**src/rtl/rc4_pkg.sv**
```systemverilog
package rc4_pkg;

  // permutation table geometry
  localparam int TABLE_SIZE = 256;
  localparam int BYTE_W     = 8;
  localparam int PERM_AW    = $clog2(TABLE_SIZE);

  // key registers
  localparam int KEY_MAX_BYTES_DEF = 16;
  localparam int KEY_SLOTS         = 16;
  localparam int KEY_SEL_W         = $clog2(KEY_SLOTS);
  localparam int KEY_LEN_W         = 5;
  localparam int KEY_HALF_W        = 64;
  localparam int KEY_VEC_W         = 2 * KEY_HALF_W;

  localparam logic [KEY_LEN_W-1:0]  KEY_LEN_RST  = KEY_LEN_W'(3);
  localparam logic [KEY_HALF_W-1:0] KEY_LOW_RST  = KEY_HALF_W'(459779);
  localparam logic [KEY_HALF_W-1:0] KEY_HIGH_RST = '0;

  // configuration port
  localparam int CFG_AW    = 5;
  localparam int CFG_DW    = 64;
  localparam int REG_IDX_W = 2;
  localparam logic [REG_IDX_W-1:0] REG_KEY_LENGTH = REG_IDX_W'(0);
  localparam logic [REG_IDX_W-1:0] REG_KEY_LOW    = REG_IDX_W'(1);
  localparam logic [REG_IDX_W-1:0] REG_KEY_HIGH   = REG_IDX_W'(2);

  // queue between front and back
  localparam int QUEUE_DEPTH = 2;

  typedef enum logic {
    KIND_DATA  = 1'b0,
    KIND_REKEY = 1'b1
  } kind_e;

  typedef struct packed {
    kind_e             kind;
    logic [BYTE_W-1:0] data;
  } item_t;

  typedef struct packed {
    logic [KEY_LEN_W-1:0] key_length;
    logic [KEY_VEC_W-1:0] key_bytes;
  } key_cfg_t;

  typedef enum logic [3:0] {
    ST_IDLE,
    ST_INIT,
    ST_KS_RD_I,
    ST_KS_RD_J,
    ST_KS_WR_I,
    ST_KS_WR_J,
    ST_GEN_RD_I,
    ST_GEN_RD_J,
    ST_GEN_SW_I,
    ST_GEN_SW_J
  } state_e;

endpackage

```
**src/rtl/rc4_ram.sv**
```systemverilog
module rc4_ram #(
  parameter int WIDTH = 8,
  parameter int DEPTH = 256,
  localparam int AddrW = $clog2(DEPTH)
) (
  input  logic             clk_i,
  input  logic             we_i,
  input  logic [AddrW-1:0] waddr_i,
  input  logic [WIDTH-1:0] wdata_i,
  input  logic [AddrW-1:0] raddr_i,
  output logic [WIDTH-1:0] rdata_o
);

  logic [WIDTH-1:0] mem_q [DEPTH];
  logic [WIDTH-1:0] rdata_q;

  always_ff @(posedge clk_i) begin
    if (we_i) begin
      mem_q[waddr_i] <= wdata_i;
    end
  end

  // registered read, returns the old word on a same-address write
  always_ff @(posedge clk_i) begin
    rdata_q <= mem_q[raddr_i];
  end

  assign rdata_o = rdata_q;

endmodule

```
**src/rtl/rc4_front.sv**
```systemverilog
module rc4_front (
  input  logic                         clk_i,
  input  logic                         rst_ni,
  input  logic                         s_tvalid_i,
  output logic                         s_tready_o,
  input  logic [rc4_pkg::BYTE_W-1:0]   s_tdata_i,
  input  logic                         s_tuser_i,
  output logic                         item_valid_o,
  output rc4_pkg::item_t               item_o,
  input  logic                         pop_i
);
  import rc4_pkg::*;

  localparam int PtrW = $clog2(QUEUE_DEPTH);
  localparam int CntW = $clog2(QUEUE_DEPTH + 1);

  item_t           slot_q [QUEUE_DEPTH];
  logic [PtrW-1:0] wr_ptr_q, wr_ptr_d;
  logic [PtrW-1:0] rd_ptr_q, rd_ptr_d;
  logic [CntW-1:0] cnt_q, cnt_d;
  logic            push;
  item_t           in_item;

  // classify the incoming word
  always_comb begin
    in_item.kind = s_tuser_i ? KIND_REKEY : KIND_DATA;
    in_item.data = s_tdata_i;
  end

  assign s_tready_o   = (cnt_q != CntW'(QUEUE_DEPTH));
  assign push         = s_tvalid_i && s_tready_o;
  assign item_valid_o = (cnt_q != '0);
  assign item_o       = slot_q[rd_ptr_q];

  always_comb begin
    wr_ptr_d = wr_ptr_q;
    rd_ptr_d = rd_ptr_q;
    cnt_d    = cnt_q;
    if (push) begin
      wr_ptr_d = (wr_ptr_q == PtrW'(QUEUE_DEPTH - 1)) ? '0 : wr_ptr_q + PtrW'(1);
    end
    if (pop_i) begin
      rd_ptr_d = (rd_ptr_q == PtrW'(QUEUE_DEPTH - 1)) ? '0 : rd_ptr_q + PtrW'(1);
    end
    if (push && !pop_i) begin
      cnt_d = cnt_q + CntW'(1);
    end else if (!push && pop_i) begin
      cnt_d = cnt_q - CntW'(1);
    end
  end

  always_ff @(posedge clk_i or negedge rst_ni) begin
    if (!rst_ni) begin
      wr_ptr_q <= '0;
      rd_ptr_q <= '0;
      cnt_q    <= '0;
    end else begin
      wr_ptr_q <= wr_ptr_d;
      rd_ptr_q <= rd_ptr_d;
      cnt_q    <= cnt_d;
    end
  end

  always_ff @(posedge clk_i) begin
    if (push) begin
      slot_q[wr_ptr_q] <= in_item;
    end
  end

endmodule

```
**src/rtl/rc4_back.sv**
```systemverilog
module rc4_back #(
  parameter int KEY_MAX_BYTES = rc4_pkg::KEY_MAX_BYTES_DEF
) (
  input  logic                       clk_i,
  input  logic                       rst_ni,
  input  rc4_pkg::key_cfg_t          key_cfg_i,
  input  logic                       item_valid_i,
  input  rc4_pkg::item_t             item_i,
  output logic                       pop_o,
  output logic                       m_tvalid_o,
  input  logic                       m_tready_i,
  output logic [rc4_pkg::BYTE_W-1:0] m_tdata_o
);
  import rc4_pkg::*;

  localparam int KeyPosW = (KEY_MAX_BYTES > 1) ? $clog2(KEY_MAX_BYTES) : 1;
  localparam logic [PERM_AW-1:0] LastIdx = PERM_AW'(TABLE_SIZE - 1);

  state_e               state_q, state_d;
  logic [PERM_AW-1:0]   cnt_q, cnt_d;
  logic [BYTE_W-1:0]    acc_q, acc_d;
  logic [KeyPosW-1:0]   pos_q, pos_d;
  logic [PERM_AW-1:0]   i_q, i_d;
  logic [PERM_AW-1:0]   j_q, j_d;
  logic [BYTE_W-1:0]    si_q, si_d;
  logic [BYTE_W-1:0]    sj_q, sj_d;
  logic [PERM_AW-1:0]   t_q, t_d;
  logic [BYTE_W-1:0]    data_q, data_d;
  logic                 pend_q, pend_d;
  logic                 keyed_q, keyed_d;
  logic                 out_valid_q, out_valid_d;
  logic [BYTE_W-1:0]    out_data_q, out_data_d;

  logic                 ram_we;
  logic [PERM_AW-1:0]   ram_waddr;
  logic [BYTE_W-1:0]    ram_wdata;
  logic [PERM_AW-1:0]   ram_raddr;
  logic [BYTE_W-1:0]    ram_rdata;

  logic                 out_free;
  logic                 take;
  logic [KEY_LEN_W-1:0] eff_len;
  logic [KEY_LEN_W-1:0] pos_p1;
  logic [KEY_SEL_W-1:0] key_sel;
  logic [BYTE_W-1:0]    key_byte;
  logic [BYTE_W-1:0]    acc_n;
  logic [PERM_AW-1:0]   j_n;
  logic [PERM_AW-1:0]   t_n;
  logic [BYTE_W-1:0]    ks;

  rc4_ram #(
    .WIDTH (BYTE_W),
    .DEPTH (TABLE_SIZE)
  ) u_perm (
    .clk_i   (clk_i),
    .we_i    (ram_we),
    .waddr_i (ram_waddr),
    .wdata_i (ram_wdata),
    .raddr_i (ram_raddr),
    .rdata_o (ram_rdata)
  );

  // one item in flight, so a data word is taken only when the result slot is free
  assign out_free = !out_valid_q || m_tready_i;
  assign take     = item_valid_i && (item_i.kind == KIND_REKEY || out_free);

  // key length clamp and cyclic key position
  always_comb begin
    if (key_cfg_i.key_length == '0) begin
      eff_len = KEY_LEN_W'(1);
    end else if (key_cfg_i.key_length > KEY_LEN_W'(KEY_MAX_BYTES)) begin
      eff_len = KEY_LEN_W'(KEY_MAX_BYTES);
    end else begin
      eff_len = key_cfg_i.key_length;
    end
  end

  assign pos_p1   = KEY_LEN_W'(pos_q) + KEY_LEN_W'(1);
  assign key_sel  = KEY_SEL_W'(pos_q);
  assign key_byte = key_cfg_i.key_bytes[BYTE_W*key_sel +: BYTE_W];

  assign acc_n = acc_q + ram_rdata + key_byte;
  assign j_n   = j_q + ram_rdata;
  assign t_n   = si_q + ram_rdata;

  // s[t] after the swap: bypass the two words just exchanged
  always_comb begin
    if (t_q == i_q) begin
      ks = sj_q;
    end else if (t_q == j_q) begin
      ks = si_q;
    end else begin
      ks = ram_rdata;
    end
  end

  // next state
  always_comb begin
    state_d = state_q;
    case (state_q)
      ST_IDLE: begin
        if (take) begin
          if (item_i.kind == KIND_REKEY || !keyed_q) begin
            state_d = ST_INIT;
          end else begin
            state_d = ST_GEN_RD_J;
          end
        end
      end
      ST_INIT: begin
        if (cnt_q == LastIdx) begin
          state_d = ST_KS_RD_I;
        end
      end
      ST_KS_RD_I: state_d = ST_KS_RD_J;
      ST_KS_RD_J: state_d = ST_KS_WR_I;
      ST_KS_WR_I: state_d = ST_KS_WR_J;
      ST_KS_WR_J: begin
        if (cnt_q != LastIdx) begin
          state_d = ST_KS_RD_I;
        end else if (pend_q) begin
          state_d = ST_GEN_RD_I;
        end else begin
          state_d = ST_IDLE;
        end
      end
      ST_GEN_RD_I: state_d = ST_GEN_RD_J;
      ST_GEN_RD_J: state_d = ST_GEN_SW_I;
      ST_GEN_SW_I: state_d = ST_GEN_SW_J;
      ST_GEN_SW_J: state_d = ST_IDLE;
      default:     state_d = ST_IDLE;
    endcase
  end

  // table port and queue pop
  always_comb begin
    pop_o     = 1'b0;
    ram_we    = 1'b0;
    ram_waddr = cnt_q;
    ram_wdata = cnt_q;
    ram_raddr = i_q + PERM_AW'(1);
    case (state_q)
      ST_IDLE:    pop_o = take;
      ST_INIT:    ram_we = 1'b1;
      ST_KS_RD_I: ram_raddr = cnt_q;
      ST_KS_RD_J: ram_raddr = acc_n;
      ST_KS_WR_I: begin
        ram_we    = 1'b1;
        ram_wdata = ram_rdata;
      end
      ST_KS_WR_J: begin
        ram_we    = 1'b1;
        ram_waddr = acc_q;
        ram_wdata = si_q;
      end
      ST_GEN_RD_J: ram_raddr = j_n;
      ST_GEN_SW_I: begin
        ram_we    = 1'b1;
        ram_waddr = i_q;
        ram_wdata = ram_rdata;
        ram_raddr = t_n;
      end
      ST_GEN_SW_J: begin
        ram_we    = 1'b1;
        ram_waddr = j_q;
        ram_wdata = si_q;
      end
      default: ;
    endcase
  end

  // datapath registers
  always_comb begin
    cnt_d       = cnt_q;
    acc_d       = acc_q;
    pos_d       = pos_q;
    i_d         = i_q;
    j_d         = j_q;
    si_d        = si_q;
    sj_d        = sj_q;
    t_d         = t_q;
    data_d      = data_q;
    pend_d      = pend_q;
    keyed_d     = keyed_q;
    out_valid_d = out_valid_q && !m_tready_i;
    out_data_d  = out_data_q;
    case (state_q)
      ST_IDLE: begin
        if (take) begin
          data_d = item_i.data;
          pend_d = (item_i.kind == KIND_DATA);
          cnt_d  = '0;
        end
      end
      ST_INIT: begin
        cnt_d = cnt_q + PERM_AW'(1);
        acc_d = '0;
        pos_d = '0;
      end
      ST_KS_RD_J: begin
        acc_d = acc_n;
        si_d  = ram_rdata;
      end
      ST_KS_WR_J: begin
        cnt_d = cnt_q + PERM_AW'(1);
        pos_d = (pos_p1 >= eff_len) ? '0 : KeyPosW'(pos_p1);
        if (cnt_q == LastIdx) begin
          i_d     = '0;
          j_d     = '0;
          keyed_d = 1'b1;
        end
      end
      ST_GEN_RD_J: begin
        i_d  = i_q + PERM_AW'(1);
        j_d  = j_n;
        si_d = ram_rdata;
      end
      ST_GEN_SW_I: begin
        sj_d = ram_rdata;
        t_d  = t_n;
      end
      ST_GEN_SW_J: begin
        out_valid_d = 1'b1;
        out_data_d  = data_q ^ ks;
      end
      default: ;
    endcase
  end

  always_ff @(posedge clk_i or negedge rst_ni) begin
    if (!rst_ni) begin
      state_q     <= ST_IDLE;
      cnt_q       <= '0;
      i_q         <= '0;
      j_q         <= '0;
      pend_q      <= 1'b0;
      keyed_q     <= 1'b0;
      out_valid_q <= 1'b0;
    end else begin
      state_q     <= state_d;
      cnt_q       <= cnt_d;
      i_q         <= i_d;
      j_q         <= j_d;
      pend_q      <= pend_d;
      keyed_q     <= keyed_d;
      out_valid_q <= out_valid_d;
    end
  end

  always_ff @(posedge clk_i) begin
    acc_q      <= acc_d;
    pos_q      <= pos_d;
    si_q       <= si_d;
    sj_q       <= sj_d;
    t_q        <= t_d;
    data_q     <= data_d;
    out_data_q <= out_data_d;
  end

  assign m_tvalid_o = out_valid_q;
  assign m_tdata_o  = out_data_q;

endmodule

```
**src/rtl/rc4_stream_cipher_top.sv**
```systemverilog
// rc4 stream cipher, one byte per word. a word with tuser set rekeys: the key schedule
// builds the 256-byte permutation from the configured key bytes (used cyclically, length
// clamped to 1..KEY_MAX_BYTES) and clears i and j; it gives no output word. a data word
// returns data xor the next keystream byte, so the same stream encrypts and decrypts. a data
// word seen before any rekey runs the schedule first. the permutation lives in one
// single-write, single-read ram, and every table access goes through it: a data byte reads
// s[i], reads s[j], writes s[i] while reading s[t], then writes s[j]; the key schedule fills
// the identity one entry a cycle, then per swap reads s[i], reads s[j], writes s[i] and s[j].
// a two-word queue in front lets the input keep flowing while the engine works, and a
// result register lets the engine finish while the sink stalls. key registers sit on the
// apb port at byte addresses 0 (key_length), 8 (key bytes 0..7), 16 (key bytes 8..15);
// write them only while the block is idle, they take effect at the next key schedule.
module rc4_stream_cipher_top #(
  parameter int KEY_MAX_BYTES = rc4_pkg::KEY_MAX_BYTES_DEF
) (
  input  logic                        clk_i,
  input  logic                        rst_ni,
  // input stream
  input  logic                        s_axis_tvalid_i,
  output logic                        s_axis_tready_o,
  input  logic [7:0]                  s_axis_tdata_i,   // [7:0] data_byte
  input  logic [0:0]                  s_axis_tuser_i,   // [0] op: 0 data, 1 rekey
  // output stream
  output logic                        m_axis_tvalid_o,
  input  logic                        m_axis_tready_i,
  output logic [7:0]                  m_axis_tdata_o,   // [7:0] out_byte
  // configuration
  input  logic                        psel,
  input  logic                        penable,
  input  logic                        pwrite,
  input  logic [rc4_pkg::CFG_AW-1:0]  paddr,
  input  logic [rc4_pkg::CFG_DW-1:0]  pwdata,
  output logic [rc4_pkg::CFG_DW-1:0]  prdata,
  output logic                        pready
);
  import rc4_pkg::*;

  logic [KEY_LEN_W-1:0]  key_len_q;
  logic [KEY_HALF_W-1:0] key_low_q;
  logic [KEY_HALF_W-1:0] key_high_q;
  logic [REG_IDX_W-1:0]  reg_idx;
  logic                  cfg_wr;
  key_cfg_t              key_cfg;

  logic                  q_valid;
  item_t                 q_item;
  logic                  q_pop;

  // apb register file, 8-byte register stride
  assign pready  = 1'b1;
  assign reg_idx = paddr[CFG_AW-1:3];
  assign cfg_wr  = psel && penable && pwrite && pready;

  always_ff @(posedge clk_i or negedge rst_ni) begin
    if (!rst_ni) begin
      key_len_q  <= KEY_LEN_RST;
      key_low_q  <= KEY_LOW_RST;
      key_high_q <= KEY_HIGH_RST;
    end else if (cfg_wr) begin
      case (reg_idx)
        REG_KEY_LENGTH: key_len_q  <= pwdata[KEY_LEN_W-1:0];
        REG_KEY_LOW:    key_low_q  <= pwdata;
        REG_KEY_HIGH:   key_high_q <= pwdata;
        default: ;
      endcase
    end
  end

  always_comb begin
    case (reg_idx)
      REG_KEY_LENGTH: prdata = CFG_DW'(key_len_q);
      REG_KEY_LOW:    prdata = key_low_q;
      REG_KEY_HIGH:   prdata = key_high_q;
      default:        prdata = '0;
    endcase
  end

  always_comb begin
    key_cfg.key_length = key_len_q;
    key_cfg.key_bytes  = {key_high_q, key_low_q};
  end

  // front: accept and classify words into the queue
  rc4_front u_front (
    .clk_i        (clk_i),
    .rst_ni       (rst_ni),
    .s_tvalid_i   (s_axis_tvalid_i),
    .s_tready_o   (s_axis_tready_o),
    .s_tdata_i    (s_axis_tdata_i),
    .s_tuser_i    (s_axis_tuser_i[0]),
    .item_valid_o (q_valid),
    .item_o       (q_item),
    .pop_i        (q_pop)
  );

  // back: key schedule and keystream generator around the permutation ram
  rc4_back #(
    .KEY_MAX_BYTES (KEY_MAX_BYTES)
  ) u_back (
    .clk_i        (clk_i),
    .rst_ni       (rst_ni),
    .key_cfg_i    (key_cfg),
    .item_valid_i (q_valid),
    .item_i       (q_item),
    .pop_o        (q_pop),
    .m_tvalid_o   (m_axis_tvalid_o),
    .m_tready_i   (m_axis_tready_i),
    .m_tdata_o    (m_axis_tdata_o)
  );

  // the engine never pops an empty queue
  assert property (@(posedge clk_i) disable iff (!rst_ni) q_pop |-> q_valid)
    else $error("pop from empty queue");

  // a data word starts only with the result register emptying, so nothing is overwritten
  assert property (@(posedge clk_i) disable iff (!rst_ni)
    q_pop && q_item.kind == KIND_DATA |=> !m_axis_tvalid_o)
    else $error("data word started while result register busy");

  // an empty queue always has room
  assert property (@(posedge clk_i) disable iff (!rst_ni) !q_valid |-> s_axis_tready_o)
    else $error("input stalled with empty queue");

  // key length write lands in the register
  assert property (@(posedge clk_i) disable iff (!rst_ni)
    cfg_wr && reg_idx == REG_KEY_LENGTH |=> key_len_q == $past(pwdata[KEY_LEN_W-1:0]))
    else $error("key length write lost");

endmodule
```
**config.mk**
```make
export PLATFORM = sky130hd
export DESIGN_NAME = rc4_stream_cipher_top
export DESIGN_NICKNAME = d
export VERILOG_FILES = /design/src/rtl/rc4_pkg.sv /design/src/rtl/rc4_ram.sv /design/src/rtl/rc4_front.sv /design/src/rtl/rc4_back.sv /design/src/rtl/rc4_stream_cipher_top.sv
export SDC_FILE = /design/constraint.sdc
export NUM_CORES = 2
export LEC_CHECK = 0
export BUFFER_PORTS_ARGS = -buffer_cell sky130_fd_sc_hd__buf_4
export CAP_MARGIN = 0
export CORE_ASPECT_RATIO = 1.25
export CORE_UTILIZATION = 49
export CTS_CLUSTER_SIZE = 12
export DETAILED_ROUTE_END_ITERATION = 10
export HOLD_SLACK_MARGIN = 0.06
export SETUP_SLACK_MARGIN = 0.4
export SYNTH_ARGS = -nofsm -noshare
export SYNTH_HDL_FRONTEND = slang
export SYNTH_SLANG_ARGS = --single-unit
```
**constraint.sdc**
```tcl
create_clock -name clk_i -period 7.7 [get_ports clk_i]
set_input_delay 0.77 -clock clk_i [delete_from_list [all_inputs] [get_ports clk_i]]
set_output_delay 0.77 -clock clk_i [all_outputs]
set_load 0.02 [all_outputs]
```
Word-level counts from Yosys, hierarchy flattened
Memory sizes are Yosys's and may differ from the RTL's. A register that Yosys moved wholly into a read port is not among the register bits.
Cells that the tools add are included.
Widths: inputs -> output; s select.
{"block": "totals", "register_bits": 220, "ram_bits": 2066, "in_bits": 85, "out_inout_bits": 75, "wordCells": 128, "memories": 2}
{"name": "u_back.u_perm.mem_q", "words": 256, "word_bits": 8, "rd": 1, "rd_clocked_by_memory_dff": 1, "wr": 1, "line": "rc4_ram.sv:14", "source": "logic [WIDTH-1:0] mem_q [DEPTH];"}
{"name": "u_front.slot_q", "words": 2, "word_bits": 9, "rd": 1, "rd_clocked_by_memory_dff": 0, "wr": 1, "line": "rc4_front.sv:17", "source": "item_t slot_q [QUEUE_DEPTH];"}
{"block": "classes", "n_addsub": 11, "magnitude_cmp": 2, "n_eq_ne": 19, "shift": 1, "muxes": 34, "bitwise_logic": 2, "n_reduce_logical": 37}
{"operator": "$pmux 64 s3", "count": 1}
{"operator": "$shiftx 128x8->8", "count": 1}
{"operator": "$pmux 8 s2", "count": 5}
{"operator": "$pmux 4 s9", "count": 1}
{"operator": "$add 8x8->8", "count": 4}
{"operator": "$mux 8", "count": 4}
{"operator": "$pmux 8 s4", "count": 1}
{"operator": "$pmux 8 s3", "count": 1}
{"operator": "$add 8x1->8 const B", "count": 2}
{"operator": "$eq 4x3->1 const B", "count": 4}
{"operator": "$eq 8x8->1", "count": 2}
{"operator": "$mux 4", "count": 4}
{"operator": "$reduce_and 2->1", "count": 8}
{"operator": "$reduce_bool 2->1", "count": 6}
{"operator": "$mux 1", "count": 10}
{"operator": "$mux 5", "count": 2}
{"operator": "$eq 4x2->1 const B", "count": 2}
{"operator": "$eq 4x4->1 const B", "count": 2}
{"operator": "$eq 8x8->1 const B", "count": 1}
{"operator": "$ne 8x8->1 const B", "count": 1}
{"operator": "$pmux 4 s2", "count": 1}
{"operator": "$reduce_or 2->1", "count": 4}
{"operator": "$xor 8x8->8", "count": 1}
{"operator": "$logic_and 1x1->1", "count": 7}
{"operator": "other kinds (20)", "count": 31}

Logic depth before layout (Yosys ltp)
{"block": "logic_depth", "word_depth": 8, "depth_mapped": 24, "ltp_nobuf": 18}

Hierarchy
Synthesis repeated with hierarchy kept, for this count alone.
{"block": "unflattened", "cells_unflattened": 4777, "area_unflattened_um2": 92706.4}
{"module": "rc4_ram", "instances": 1, "cells_per_inst": 3733, "area_each_um2": 79556.3, "seq_area_each_um2": 61659.1}
{"module": "rc4_back", "instances": 1, "cells_per_inst": 620, "area_each_um2": 6318.6, "seq_area_each_um2": 2337.2}
{"module": "rc4_stream_cipher_top", "instances": 1, "cells_per_inst": 378, "area_each_um2": 5962.0, "seq_area_each_um2": 3338.2}
{"module": "rc4_front", "instances": 1, "cells_per_inst": 46, "area_each_um2": 869.6, "seq_area_each_um2": 640.6}

Worst setup path before layout
Ideal clock, no wire load.
{"block": "synth_timing", "kind": "reg2reg", "from": "reg u_back.state_q[2]", "to": "mem u_back.u_perm.mem_q[0][2] (data pin)", "setup_ns": 0.769, "arrival_ns": 4.895, "required_time_ns": 6.931, "setup_slack_ns": 2.036, "path_stages_with_launch": 10, "path_buffers": 4, "synth_period_minus_slack_ns": 5.664, "path_cell_list": "dfrtp_1 -> buf_2 -> clkbuf_1 -> nor2b_1 -> and3_1 -> clkbuf_1 -> or2_2 -> clkbuf_1 -> a222oi_1 -> inv_1"}
{"block": "synth_via", "elab_chain_len": 3, "elab_cells_between_ends": 7, "cone_classes": "eq/ne (4); mux (1); reduce/logical (2)"}
{"element": "start: declaration", "line": "rc4_back.sv:19", "source": "state_e state_q, state_d;"}
{"element": "start signal: assignment", "line": "rc4_back.sv:240", "source": "state_q <= state_d;"}
{"element": "$eq 4x4->1 or $eq 4x3->1 (tied branches)", "line": "rc4_back.sv:142", "source": "case (state_q)"}
{"element": "$reduce_or 2->1 (no source line)"}
{"element": "$pmux 8 s2 *", "line": "rc4_back.sv:142"}
{"element": "net u_back.ram_wdata[2]", "line": "rc4_back.sv:36", "source": "logic [BYTE_W-1:0] ram_wdata;"}
{"element": "end: declaration", "line": "rc4_ram.sv:14"}
The timed path passes the listed nets; every way through them passes the cells marked *.

Final worst setup path
{"block": "layout_timing", "from": "reg u_back.pos_q[0], in the netlist u_back.key_sel[0]", "to": "reg u_back.u_perm.rdata_q[3], in the netlist u_back.u_perm.rdata_o[3], read port of u_back.u_perm.mem_q"}
{"block": "layout_via", "elab_chain_len": 3}
{"element": "start: declaration", "line": "rc4_back.sv:22", "source": "logic [KeyPosW-1:0] pos_q, pos_d;"}
{"element": "start signal: assignment", "line": "rc4_back.sv:252", "source": "pos_q <= pos_d;"}
{"element": "$shiftx 128x8->8", "line": "rc4_back.sv:80", "source": "assign key_byte = key_cfg_i.key_bytes[BYTE_W*key_sel +: BYTE_W];"}
{"element": "$add 8x8->8", "line": "rc4_back.sv:82", "source": "assign acc_n = acc_q + ram_rdata + key_byte;"}
{"element": "$pmux 8 s4", "line": "rc4_back.sv:142"}
{"element": "end: declaration", "line": "rc4_ram.sv:15", "source": "logic [WIDTH-1:0] rdata_q;"}
Every way passes these cells.
A chain may end at the register's enable or synchronous reset.

==> impl_metrics.ini <==
[global_routing]
grt_pass1_vias = 54900
grt_pass1_wl_mm = 397
overflow = 0
antenna_found_initial = 15
grt_usage_pct = 28.5
grt_max_degree = 189

[sta]
finalMaxSlewViolations = 0
finalHoldViolations = 0
rsz0062_at_grt = no
period_needed_ps = 6970
max_freq_ghz = 0.143
tns_ps = 0
worst_pin_slew_ps = 1480
post-route-period-util_pct = 90.5
max_slew_margin_pct = 1.11
setup_viol = 0
fin_worst_skew_ps = 58.5

[power]
pwr-share-seq_pct = 56.4
p_sw_uw = 5020
vdd_ir_drop_max_v = 0.000212
p_per_area_nw_per_um2 = 232
power.total_uw = 24400
swShare_pct = 20.6
p_leak_uw = 0.0359
intPower_uw = 19400
clkPwrFrac_pct = 40.8
power_frac_comb_pct = 2.8

[critical_path]
crit_path_start_kind = register
crit_family = compound AO/OA/AOI/OAI gates
cp_num_buf_inv = 6
slowest_delay_ps = 590
cp_cell_sequence = buf_12 > mux4_2 > mux4_2 > inv_1 > fa_1 > inv_1 > ha_1 > fa_1 > xor2_1 > a211oi_1 > o32ai_1 > o21a_4 > buf_12 > buf_12 > buf_12 > nand2_1 > nand3_1 > nand3_1 > a32o_1 > nor4_1 > o221ai_1 > o211ai_1
required_ps = 8500
path_common_cell = buf_12
crit_fanout = 43
critical_path_class = register to register
worstSetupEndpointType = register
critical_path_arrival_ps = 7770
critPathSlowestCell = nor4_1

[drt]
drc = 0
wirelength_mm = 278
via_per_inst = 6.25
drtIter0Drc = 6035
wl_per_cell_um = 31.3
first_pass_iters = 9
via_count = 55500
ant_nets = 0

[synthesis]
synth_edf_count = 2118
synthTopCellsByArea = edfxtp_1 (68%), mux4_2 (7.8%), nand2_1 (4.3%)
yosys.area.top_type = edfxtp_1
syn_area_per_cell_um2 = 15.6
ys.flop_type = edfxtp_1
ys_seq_area_share_pct = 72.3
synthArstFlopShare_pct = 7.32
syn-instance-count = 6019
yosysWarnings = 0
synthTopCellsByCount = edfxtp_1 (2118), nand2_1 (1079), nand3_1 (453)
synth_top_area_share_pct = 67.6
synth_most_common_cell = edfxtp_1
synth_cell_types = 88
synth_nets = 6143
netlist_area_um2 = 94100
ys_ff_latch = 2294

[clock_tree]
insertion_delay_ps = 880
cts-root-buf = clkbuf_16
clk_pin_slew_worst_paths_ps = 60
htree_levels = 4
cts_tree = done
cts_num_sinks = 2294
cts.path.max_buffers = 3
cts_made_buffers = 221

[floorplan]
row_count = 179
initial_core_util_pct = 49.4
fp.dieW_um = 394
fp.coreArea_um2 = 191000
die_area_um2 = 194000
die_h_um = 492
io_pins = 160

[run_status]
status = finished with violations
violations = capacitance limit

[layout]
design_area_um2 = 105000
syn_to_final_growth_pct = 11.7
drive_gt1_share_pct = 18.0
finish.net_count = 6336

[flow_run]
maxCapViolCount = 1

[min_path]
hold_class = primary input to register

[place]
place_hpwl_mm = 174
place_area_um2 = 98600
port_buffers = 155
place_congestion = 0.902
## cell usage in the layout, fill, tap and decap left out, types with 30 or more instances in the layout
cell | Yosys | final
a31oi_1 | 36 | 36
clkbuf_16 | 0 | 223
buf_12 | 0 | 36
clkbuf_1 | 143 | 74
edfxtp_1 | 2118 | 2118
nand4_1 | 32 | 32
nand3_1 | 453 | 452
a22o_1 | 68 | 68
a21oi_1 | 99 | 98
dfrtp_1 | 160 | 160
a311oi_1 | 63 | 63
nand2_1 | 1079 | 1079
buf_4 | 45 | 304
o21ai_0 | 65 | 64
mux2i_1 | 83 | 83
nor2_1 | 358 | 352
and3_1 | 74 | 73
mux2_2 | 152 | 152
a32oi_1 | 31 | 30
mux4_2 | 327 | 327
## layout make-up
cell class / instances / area (µm²)
Fill cell: 15100 / 85500
Multi-Input combinational cell: 3313 / 24200
Clock buffer: 299 / 5890
Timing Repair Buffer: 352 / 3140
Tap cell: 2534 / 3170
Clock inverter: 48 / 467
Inverter: 30 / 173
Sequential cell: 2294 / 68000
Antenna cell: 8 / 20.0
## timing repair
item,in CTS,in global routing
endpoints found under the setup margin,0,2
hold endpoints to repair,71,0
buffers inserted,0,3
gates resized for setup,0,1
hold buffers,10,0
## flip-flops by register name, summed over array words and instances (netlist names), 18 cells and up
register             flops
u_back.u_perm.mem_q   2048
u_front.slot_q          18
key_high_q              64
key_low_q               64
## per-stage QoR
| step | worst slack, ps | util, % | std cells | hold slack (ps) |
|---|---|---|---|---|
| floorplan | 2040 | - | 6019 | 461 |
| global placement | 531 | 51.7 | 8509 | 477 |
| detailed placement | 671 | 51.7 | 8510 | 479 |
| CTS | 622 | 55.1 | 8867 | 74.3 |
| global route | 538 | 55.1 | 8873 | 106 |
| finish | 729 | 55.1 | 8878 | 139 |
## path summary, 6_finish.rpt
| path | to | depth (start not counted) | slack (ps) | from |
|---|---|---|---|---|
| min in group asynchronous | u_back.cnt_q[5]$_DFFE_PN0P_ | 2 | 440 | rst_ni |
| min reg2reg | u_back.keyed_q$_DFFE_PN0P_ | 1 | 500 | u_back.keyed_q$_DFFE_PN0P_ |
| max in group asynchronous | key_high_q[58]$_DFFE_PN0P_ | 4 | 5310 | rst_ni |
| max | u_back.u_perm.rdata_o[3]$_DFF_P_ | 22 | 730 | u_back.key_sel[0]$_SDFFCE_PP0P_ |
| min | key_low_q[51]$_DFFE_PN0P_ | 2 | 140 | pwdata[51] |
| max reg2reg | u_back.u_perm.rdata_o[3]$_DFF_P_ | 22 | 730 | u_back.key_sel[0]$_SDFFCE_PP0P_ |
## per-layer routing
metal | up-vias | share of wire, % | track usage (%) | wire length, µm
li1 | 23500 | - | - | -
met1 | 28700 | 38 | 36.9 | 105000
met2 | 2735 | 49 | 46.6 | 135000
met3 | 512 | 8.7 | 5.67 | 24100
met4 | 6 | 4.8 | 12.8 | 13400
met5 | - | 0.014 | 0 | 40
## power by group through the flow
stage / sequential, µW / clock, µW / combinational (µW)
2_1_floorplan: 14000 / 0 / 457
3_3_place_gp: 14000 / 0 / 671
3_5_place_dp: 14000 / 0 / 688
4_1_cts: 13800 / 10100 / 696
5_1_grt: 13800 / 10500 / 743
6_report: 13800 / 9960 / 685
## cell families after synthesis
logic type                 synth area share, %
xor gates and xnor gates                 0.489
adders and majority gates                0.599
buffers and inverters                     2.14
AOI/OAI and AO/OA                         4.36
DFF                                       72.3
other                                  0.00399
muxes                                     10.5
and+or+nand+nor                           9.62
No activity file was read; power rests on OpenSTA's default activity.
